===== src/design/sdfs_pkg.sv =====
// Shared types and constants of the sphere distance field splat block.
package sdfs_pkg;

  localparam int GRID_DIM_DEFAULT = 64;
  localparam int MARGIN_DEFAULT   = 2;

  localparam int OP_W     = 2;
  localparam int CENTER_W = 14;
  localparam int RADIUS_W = 12;
  localparam int ID_W     = 16;
  localparam int IDX_W    = 18;
  localparam int DIST_W   = 19;
  localparam int OWNER_W  = 16;
  localparam int MEM_W    = DIST_W + OWNER_W;
  localparam int CFG_IDX_W  = 2;
  localparam int CFG_DATA_W = 7;
  localparam int QDEPTH   = 2;

  localparam logic signed [DIST_W-1:0]  FAR_VALUE  = 19'sd262143;
  localparam logic signed [OWNER_W-1:0] OWNER_NONE = -16'sd1;

  typedef enum logic [OP_W-1:0] {
    OP_CLEAR = 2'd0,
    OP_SPLAT = 2'd1,
    OP_READ  = 2'd2
  } op_e;

  typedef enum logic [CFG_IDX_W-1:0] {
    REG_SIZE_X = 2'd0,
    REG_SIZE_Y = 2'd1,
    REG_SIZE_Z = 2'd2
  } cfg_idx_e;

  typedef enum logic [3:0] {
    ST_CLEAR,
    ST_IDLE,
    ST_BOX,
    ST_SQX,
    ST_SQY,
    ST_SQZ,
    ST_SUM,
    ST_ROOT,
    ST_CMP,
    ST_RT1,
    ST_RT2,
    ST_ROUT
  } bst_e;

  typedef struct packed {
    op_e                       op;
    logic [CENTER_W-1:0]       cx;
    logic [CENTER_W-1:0]       cy;
    logic [CENTER_W-1:0]       cz;
    logic [RADIUS_W-1:0]       rad;
    logic signed [ID_W-1:0]    id;
    logic [IDX_W-1:0]          idx;
  } item_t;

  typedef struct packed {
    logic init_busy;
  } stat_t;

endpackage


===== src/design/sdfs_fifo.sv =====
// Short item queue between the front end and the engine.
module sdfs_fifo (
  input  logic            clk_i,
  input  logic            rst_ni,
  input  logic            push_i,
  input  sdfs_pkg::item_t item_i,
  output logic            full_o,
  input  logic            pop_i,
  output logic            valid_o,
  output sdfs_pkg::item_t item_o
);

  localparam int PW = (sdfs_pkg::QDEPTH > 1) ? $clog2(sdfs_pkg::QDEPTH) : 1;
  localparam int CW = $clog2(sdfs_pkg::QDEPTH + 1);

  sdfs_pkg::item_t slot_q [sdfs_pkg::QDEPTH];
  logic [PW-1:0] wp_q, wp_d, rp_q, rp_d;
  logic [CW-1:0] cnt_q, cnt_d;

  assign full_o  = (cnt_q == CW'(sdfs_pkg::QDEPTH));
  assign valid_o = (cnt_q != '0);
  assign item_o  = slot_q[rp_q];

  always_comb begin
    wp_d  = wp_q;
    rp_d  = rp_q;
    cnt_d = cnt_q;
    if (push_i) begin
      wp_d = (wp_q == PW'(sdfs_pkg::QDEPTH - 1)) ? '0 : wp_q + 1'b1;
    end
    if (pop_i) begin
      rp_d = (rp_q == PW'(sdfs_pkg::QDEPTH - 1)) ? '0 : rp_q + 1'b1;
    end
    if (push_i && !pop_i) begin
      cnt_d = cnt_q + 1'b1;
    end else if (pop_i && !push_i) begin
      cnt_d = cnt_q - 1'b1;
    end
  end

  always_ff @(posedge clk_i or negedge rst_ni) begin
    if (!rst_ni) begin
      wp_q  <= '0;
      rp_q  <= '0;
      cnt_q <= '0;
    end else begin
      wp_q  <= wp_d;
      rp_q  <= rp_d;
      cnt_q <= cnt_d;
    end
  end

  always_ff @(posedge clk_i) begin
    if (push_i) begin
      slot_q[wp_q] <= item_i;
    end
  end

endmodule


===== config.mk =====
export PLATFORM = sky130hd
export DESIGN_NAME = sdfs_fifo
export DESIGN_NICKNAME = d
export VERILOG_FILES = /design/src/design/sdfs_pkg.sv /design/src/design/sdfs_fifo.sv
export SDC_FILE = /design/constraint.sdc
export NUM_CORES = 1
export LEC_CHECK = 0
export BUFFER_PORTS_ARGS = -buffer_cell sky130_fd_sc_hd__buf_2
export CORE_ASPECT_RATIO = 2
export CORE_MARGIN = 3
export CORE_UTILIZATION = 50
export CTS_BUF_LIST = sky130_fd_sc_hd__clkbuf_4 sky130_fd_sc_hd__clkbuf_8 sky130_fd_sc_hd__clkbuf_16
export CTS_CLUSTER_SIZE = 16
export DETAILED_ROUTE_END_ITERATION = 16
export GPL_TIMING_DRIVEN = 0
export HOLD_SLACK_MARGIN = 0.15
export MAX_ROUTING_LAYER = met4
export PLACE_DENSITY = 0.77
export SLEW_MARGIN = 20
export SYNTH_ARGS = -nofsm -noshare
export SYNTH_HDL_FRONTEND = slang
export SYNTH_SLANG_ARGS = --single-unit

===== constraint.sdc =====
create_clock -name clk_i -period 10 [get_ports clk_i]
set_input_delay 2 -clock clk_i [delete_from_list [all_inputs] [get_ports clk_i]]
set_output_delay 2 -clock clk_i [all_outputs]
set_load 0.05 [all_outputs]

[Yosys cells after proc, flatten, opt, wreduce, memory -nomap -nowiden]
Memory sizes are Yosys's and may differ from the RTL's.
Index checks and enable logic that the tools add are counted.
Word-level totals
  output and inout port bits: 92
  register bits after elaboration: 4
  memories kept: 1
  RAM bits: 180
Memory list
  slot_q: depth 2, width 90, read ports 1, clocked after Yosys merged registers in 0, write ports 1, RTL line sdfs_fifo.sv:16  | sdfs_pkg::item_t slot_q [sdfs_pkg::QDEPTH];
Cells by class
  equality and inequality tests: 1
  mux-type cells: 6
  reduce and logical (&&, ||, !) cells: 6
  add/sub/neg operators: 4
Operators by type and width (count)
  $mux 1: 4
  $mux 2: 2
  $reduce_bool 2->1: 2
  $add 1x1->1 const B: 2
  $add 2x1->2 const B: 1
  $eq 2x2->1 const B: 1
  $logic_and 1x1->1: 2
  $logic_not 1->1: 2
  $sub 2x1->2 const B: 1

[Longest topological paths before layout]
Gate-level depths: netlist (run 1).
  word-level depth: 4
  depth in mapped cells: 5

[Worst setup path after synthesis (run 1)]
No wires, ideal clock.
  path kind: input -> register
  from: input port push_i
  to: memory slot_q[0][0] (netlist bit) (enable)
  path buffers: 0
  cell stages on the path: 1
  setup time: 0.550 ns
  data arrival time: 5.925 ns
  path slack: 3.525 ns
  cell sequence: nor2b_1
Between the ends
  word-level cells in the longest chain between the ends: 2
Ends and longest elaborated chain
  from (decl): RTL line sdfs_fifo.sv:5  | input logic push_i,
  $mux 1: RTL line sdfs_fifo.sv:54  | if (push_i) begin
  $mux 1 (not written as such): RTL line sdfs_fifo.sv:55  | slot_q[wp_q] <= item_i;
  to (decl): RTL line sdfs_fifo.sv:16
No other way between the ends.

==> reports/metrics.yaml, run 1 <==
globalplace.congestion: 0.709
relSlewSlack_pct: 57.1
ys_seq_elements: 184
antenna_found_initial: 5
end_kind: "primary output"
critical_path.max_fanout: 10
register_area_um2: 5510
grt_max_degree: 48
pre_cts_slack_ns: 6.51
p_switching_mw: 1.18
drive_above_1_share_pct: 62.3
fin_crit_ns: 3.72
synth_area_leaders: "edfxtp_1 (80%), mux2_2 (15%), clkbuf_8 (1.8%)"
dp_hpwl_um: 9070
slew_viol_final: 0
fin_skew_ns: 0.0107
cpPeakStageDelay_ns: 0.36
design_area_um2: 8530
placedInstanceArea_um2: 7960
syn_area_um2: 6740
synth_compound_area_share_pct: 0
synth.area.mux_share_pct: 15.0
syn-num-nets: 391
synth_top_area_cell: "edfxtp_1"
grtUsageTotal_pct: 17.8
cp_num_buf_inv: 3
path_clk_slew_ns: 0.07
grt-busiest-layer: "met2"
synth_top_family_by_area: "multiplexers"
power_mw: 2.89
io_pins: 186
switching_share_pct: 40.9
drc: 0
cap_violations: 0
dp_cells: 637
post-route-period-util_pct: 37.2
htreeDepth: 4
core_area_um2: 13100
cts_resized: 0
start_util_pct: 51.3
cp_top_family: "buffers and inverters"
tns_ns: 0
worstPathRequired_ns: 8.00
grt_overflow_total: 0
post-cts-setup-buffers: 0
synth_cells: 296
final_util_pct: 64.9
irDropWorstVdd_mv: 0.260
crit_type: "reg -> out"
use_met2_pct: 32.5
power.leakage_nw: 3.26
crit_chain: "buf_6 > clkbuf_8 > mux2_2 > buf_2"
drt_iter0_markers: 181
nNetsFinal: 599
cts_sinks: 184
globalRouteMet1Util_pct: 16.4
clock_tree.root_cell: "clkbuf_16"
clk_latency_ns: 0.41
multi_input_area_um2: 1110
wl_per_cell_um: 18.9
cp-start-kind: "flip-flop"
p_int_mw: 1.71
wl_um: 12700
tritoncts: "built"
synth-seq-area-share_pct: 81.6
hp-class: "reg -> reg"
synth_top_area_share_pct: 80.2
ctsHoldBuffers: 0
p_comb_share_pct: 41.7
whs_ns: 0.500
die_x_um: 88.1
outcome: "finished, final reports clean"
synth.distinct_cells: 13
setup_slack_ns: 6.28
final_common_cell: "buf_2"
setup_viol: 0
first_global_vias: 3804
grtUsageMet3_pct: 4.75
final_cell_mix: "buf_2 (185), edfxtp_1 (180), mux2_2 (90)"
die_h_um: 170
num-fill-cells: 943
vias: 3449
ctsLongestPathBuffers: 2
ant_nets: 0
syn_area_per_cell_um2: 22.8
final_cells: 674
crit_slowest_cell: "mux2_2"
row_count: 59
hold_viol_final: 0
pwr-share-seq_pct: 36.7
synthSimpleGateAreaFrac_pct: 0.427
synth_fa_ha_area_share_pct: 0.186
tightest_slew_ns: 0.641
clockPowerShare_pct: 21.6
cts_buffers: 17
yosysWarningCount: 0
dieArea_um2: 15000
pwr_density_cell_nw_per_um2: 339
drt_pre_antenna_iters: 4
critPathArrivalTime_ns: 1.72
area_growth_pct: 26.5
grt_pass1_wl_um: 18900
fmax_mhz: 269
vias_per_cell: 5.12
io_buffers: 185
synth_xor_area_share_pct: 0.649
rsz0062_at_grt: "false"
flip-flops by register name, summed over array words and instances (netlist names):
name	cells
cnt_q	2
slot_q	180
wp_q	1
rp_q	1
path summary, 6_finish.rpt:
path | start | depth (start not counted) | to | slack [ns]
min in group asynchronous | rst_ni | 1 | cnt_q[0]$_DFFE_PN0P_ | 1.37
max | rp_q$_DFFE_PN0P_ | 4 | item_o[45] | 6.28
max in group asynchronous | rst_ni | 1 | rp_q$_DFFE_PN0P_ | 8.51
max reg2reg | wp_q$_DFFE_PN0P_ | 3 | slot_q[0][43]$_DFFE_PP_ | 8.24
min | cnt_q[1]$_DFFE_PN0P_ | 1 | cnt_q[1]$_DFFE_PN0P_ | 0.50
min reg2reg | cnt_q[1]$_DFFE_PN0P_ | 1 | cnt_q[1]$_DFFE_PN0P_ | 0.50
cells by family (layout without fill, tap and decap cells):
group	Yosys count	after routing
flip-flops	184	184
multiplexers	90	90
XOR/XNOR	5	5
buffers and inverters	11	232
adder cells (fa/ha/maj)	1	1
AND/OR/NAND/NOR	5	5
other	0	5
metal layers:
layer	routed length, µm	vias up
met5	0	-
met4	346	0
met3	719	21
met2	7500	116
met1	4160	1712
li1	-	1600
synthesized netlist by cell type:
cell type	instances
xor2_1	4
clkbuf_8	9
dfrtp_1	4
ha_1	1
and2_1	1
edfxtp_1	180
nor2_1	1
mux2_2	90
xnor2_1	1
inv_1	1
or2_2	1
nor2b_1	2
buf_6	1
power groups by stage:
| stage | Combinational (mW) | Sequential, mW | Clock, mW |
|---|---|---|---|
| floorplan | 0.943 | 1.08 | 0 |
| global placement | 1.17 | 1.09 | 0 |
| detailed placement | 1.22 | 1.08 | 0 |
| CTS | 1.22 | 1.06 | 0.641 |
| global route | 1.26 | 1.07 | 0.667 |
| finish | 1.20 | 1.06 | 0.625 |
layout make-up:
cell class / count / area share (%)
multi-input combinational: 101 / 13.0
inverter: 1 / 0.0440
timing repair buffer: 189 / 12.0
clock buffer: 17 / 4.99
sequential: 184 / 64.5
buffer: 10 / 1.58
tap: 152 / 2.23
clock inverter: 15 / 1.53
antenna: 5 / 0.147
worst register-to-register path: stages, from the launching register on:
cell and delay (ns):
dfrtp_1 0.43, nor2b_4 0.54, buf_16 0.25, buf_12 0.22
No activity file was read; power rests on OpenSTA's default activity.
==> run 2: changes to the inputs <==
clock period = 3.7 ns   (was 10 ns; I/O delays follow)
==> run 2 against run 1 <==
Wire length fell by 0.45%. Clock skew decreased by 0.0028 ns. Design area up 0.66%. Combinational power grew to 2.7 times the previous value. Die area stayed put. Core utilization up 0.43 points. First-iteration DRC count down 19%. Critical path depth stayed put. Clock power increased to 2.9 times the previous value. Critical endpoint is now item_o[70]. Setup slack lost 5.0 ns. Largest cell class unchanged. Global-route usage up 0.52 points.
==> reports/metrics.yaml, run 2 (same netlist as run 1, synthesis figures left out) <==
outcome: "finished, final reports clean"
clk_latency_ns: 0.41  # about the same
end_kind: "primary output"
grt_overflow_total: 0  # unchanged
hp-class: "reg -> reg"
antenna_found_initial: 1  # -4
wl_per_cell_um: 18.9  # about the same
drive_above_1_share_pct: 62.5  # +0.27 points
dieArea_um2: 15000  # unchanged
crit_type: "reg -> out"
io_buffers: 185  # unchanged
post-route-period-util_pct: 66.3
grt_max_degree: 52  # +8.3%
largest_register_ffs: 180  # unchanged
first_global_vias: 3970  # +4.4%
critical_path.max_fanout: 10  # unchanged
fmax_mhz: 408
fin_skew_ns: 0.00793  # -0.00280 ns
grtUsageMet3_pct: 4.41  # -0.34 points
final_util_pct: 65.4  # +0.43 points
io_pins: 186  # unchanged
tightest_slew_ns: 0.774  # +0.132 ns
ant_nets: 0  # unchanged
top_regs: "slot_q x180, cnt_q x2"
final_common_cell: "buf_2"
globalplace.congestion: 0.680  # -4.0%
ctsLongestPathBuffers: 2  # unchanged
cts_sinks: 184  # unchanged
cp_num_buf_inv: 3  # unchanged
vias: 3436  # -0.38%
nNetsFinal: 600  # +0.17%
start_util_pct: 51.3  # unchanged
cp_top_family: "buffers and inverters"
grt-busiest-layer: "met2"
power.leakage_nw: 3.29  # +0.83%
area_growth_pct: 27.4
crit_chain: "buf_6 > clkbuf_8 > mux2_2 > buf_2"
cts_buffers: 17  # unchanged
vias_per_cell: 5.12  # about the same
setup_viol: 0  # unchanged
dp_hpwl_um: 9030  # -0.42%
clock_tree.root_cell: "clkbuf_16"
use_met2_pct: 32.9  # +0.36 points
grtUsageTotal_pct: 18.3  # +0.52 points
rsz0062_at_grt: "false"
cpPeakStageDelay_ns: 0.35  # about the same
critPathArrivalTime_ns: 1.71  # about the same
relSlewSlack_pct: 48.3  # -8.8 points
worstPathRequired_ns: 2.96  # -5.04 ns
drc: 0  # unchanged
tritoncts: "built"
pwr_density_cell_nw_per_um2: 926  # +170%
cts_resized: 0  # unchanged
die_h_um: 170  # unchanged
cp-start-kind: "flip-flop"
wl_um: 12700  # -0.45%
setup_slack_ns: 1.25  # -5.03 ns
drt_pre_antenna_iters: 4  # unchanged
hold_viol_final: 0  # unchanged
path_clk_slew_ns: 0.07  # about the same
globalRouteMet1Util_pct: 17.7  # +1.3 points
cap_violations: 0  # unchanged
tns_ns: 0  # unchanged
fin_crit_ns: 2.45
slew_viol_final: 0  # unchanged
htreeDepth: 4  # unchanged
pre_cts_slack_ns: 1.34  # -5.17 ns
core_area_um2: 13100  # unchanged
drt_iter0_markers: 147  # -19%
crit_slowest_cell: "dfrtp_1"
row_count: 59  # unchanged
die_x_um: 88.1  # unchanged
irDropWorstVdd_mv: 0.612  # +130%
final_cell_mix: "buf_2 (185), edfxtp_1 (180), mux2_2 (90)"
grt_pass1_wl_um: 19700  # +3.8%
regMostFlops: "slot_q"
==> run 2: cell type report <==
type,count,area [µm²]
diodes,1,2.50
inverters,1,3.75
repair buffers,190,1030
flip-flops and latches,184,5510
clock inverters,12,164
well taps,152,190
fillers,907,4550
plain buffers,10,135
multi-input cells,101,1110
clock buffers,20,448
==> run 2: metal layers <==
metal	vias up	wire length, µm
li1	1603	-
met1	1672	4130
met2	128	7460
met3	33	598
met4	0	489
met5	-	0
==> run 2: what timing repair did <==
action	CTS	global route
endpoints found under the hold margin	4	0
setup buffers	0	0
hold buffers	1	0
==> run 2: final timing paths <==
path | start | endpoint | slack, ns | cells after the start
worst max-delay path | rp_q$_DFFE_PN0P_ | item_o[70] | 1.25 | 4
worst min-delay path | cnt_q[1]$_DFFE_PN0P_ | cnt_q[1]$_DFFE_PN0P_ | 0.48 | 1
worst max register to register | wp_q$_DFFE_PN0P_ | slot_q[0][12]$_DFFE_PP_ | 1.85 | 3
worst min register to register | cnt_q[1]$_DFFE_PN0P_ | cnt_q[1]$_DFFE_PN0P_ | 0.48 | 1
max in group asynchronous | rst_ni | rp_q$_DFFE_PN0P_ | 2.91 | 2
min in group asynchronous | rst_ni | cnt_q[1]$_DFFE_PN0P_ | 0.67 | 2
==> run 2: where the power goes <==
group / switching (mW) / leakage [nW] / internal, mW
Sequential: 0.0984 / 1.74 / 2.76
Combinational: 2.29 / 1.25 / 0.961
Clock: 0.736 / 0.300 / 1.10
==> run 2: through the flow <==
| stage | hold slack, ns | power, mW | cell area, µm² | instances |
|---|---|---|---|---|
| after CTS | 0.487 | 8.05 | 8590 | 670 |
| after floorplan | 0.444 | 5.45 | 6750 | 296 |
| final | 0.485 | 7.95 | 8590 | 671 |
| after global routing | 0.486 | 8.27 | 8590 | 671 |
| after detailed placement | 0.474 | 6.20 | 7960 | 637 |
| after global placement | 0.470 | 6.11 | 7860 | 633 |
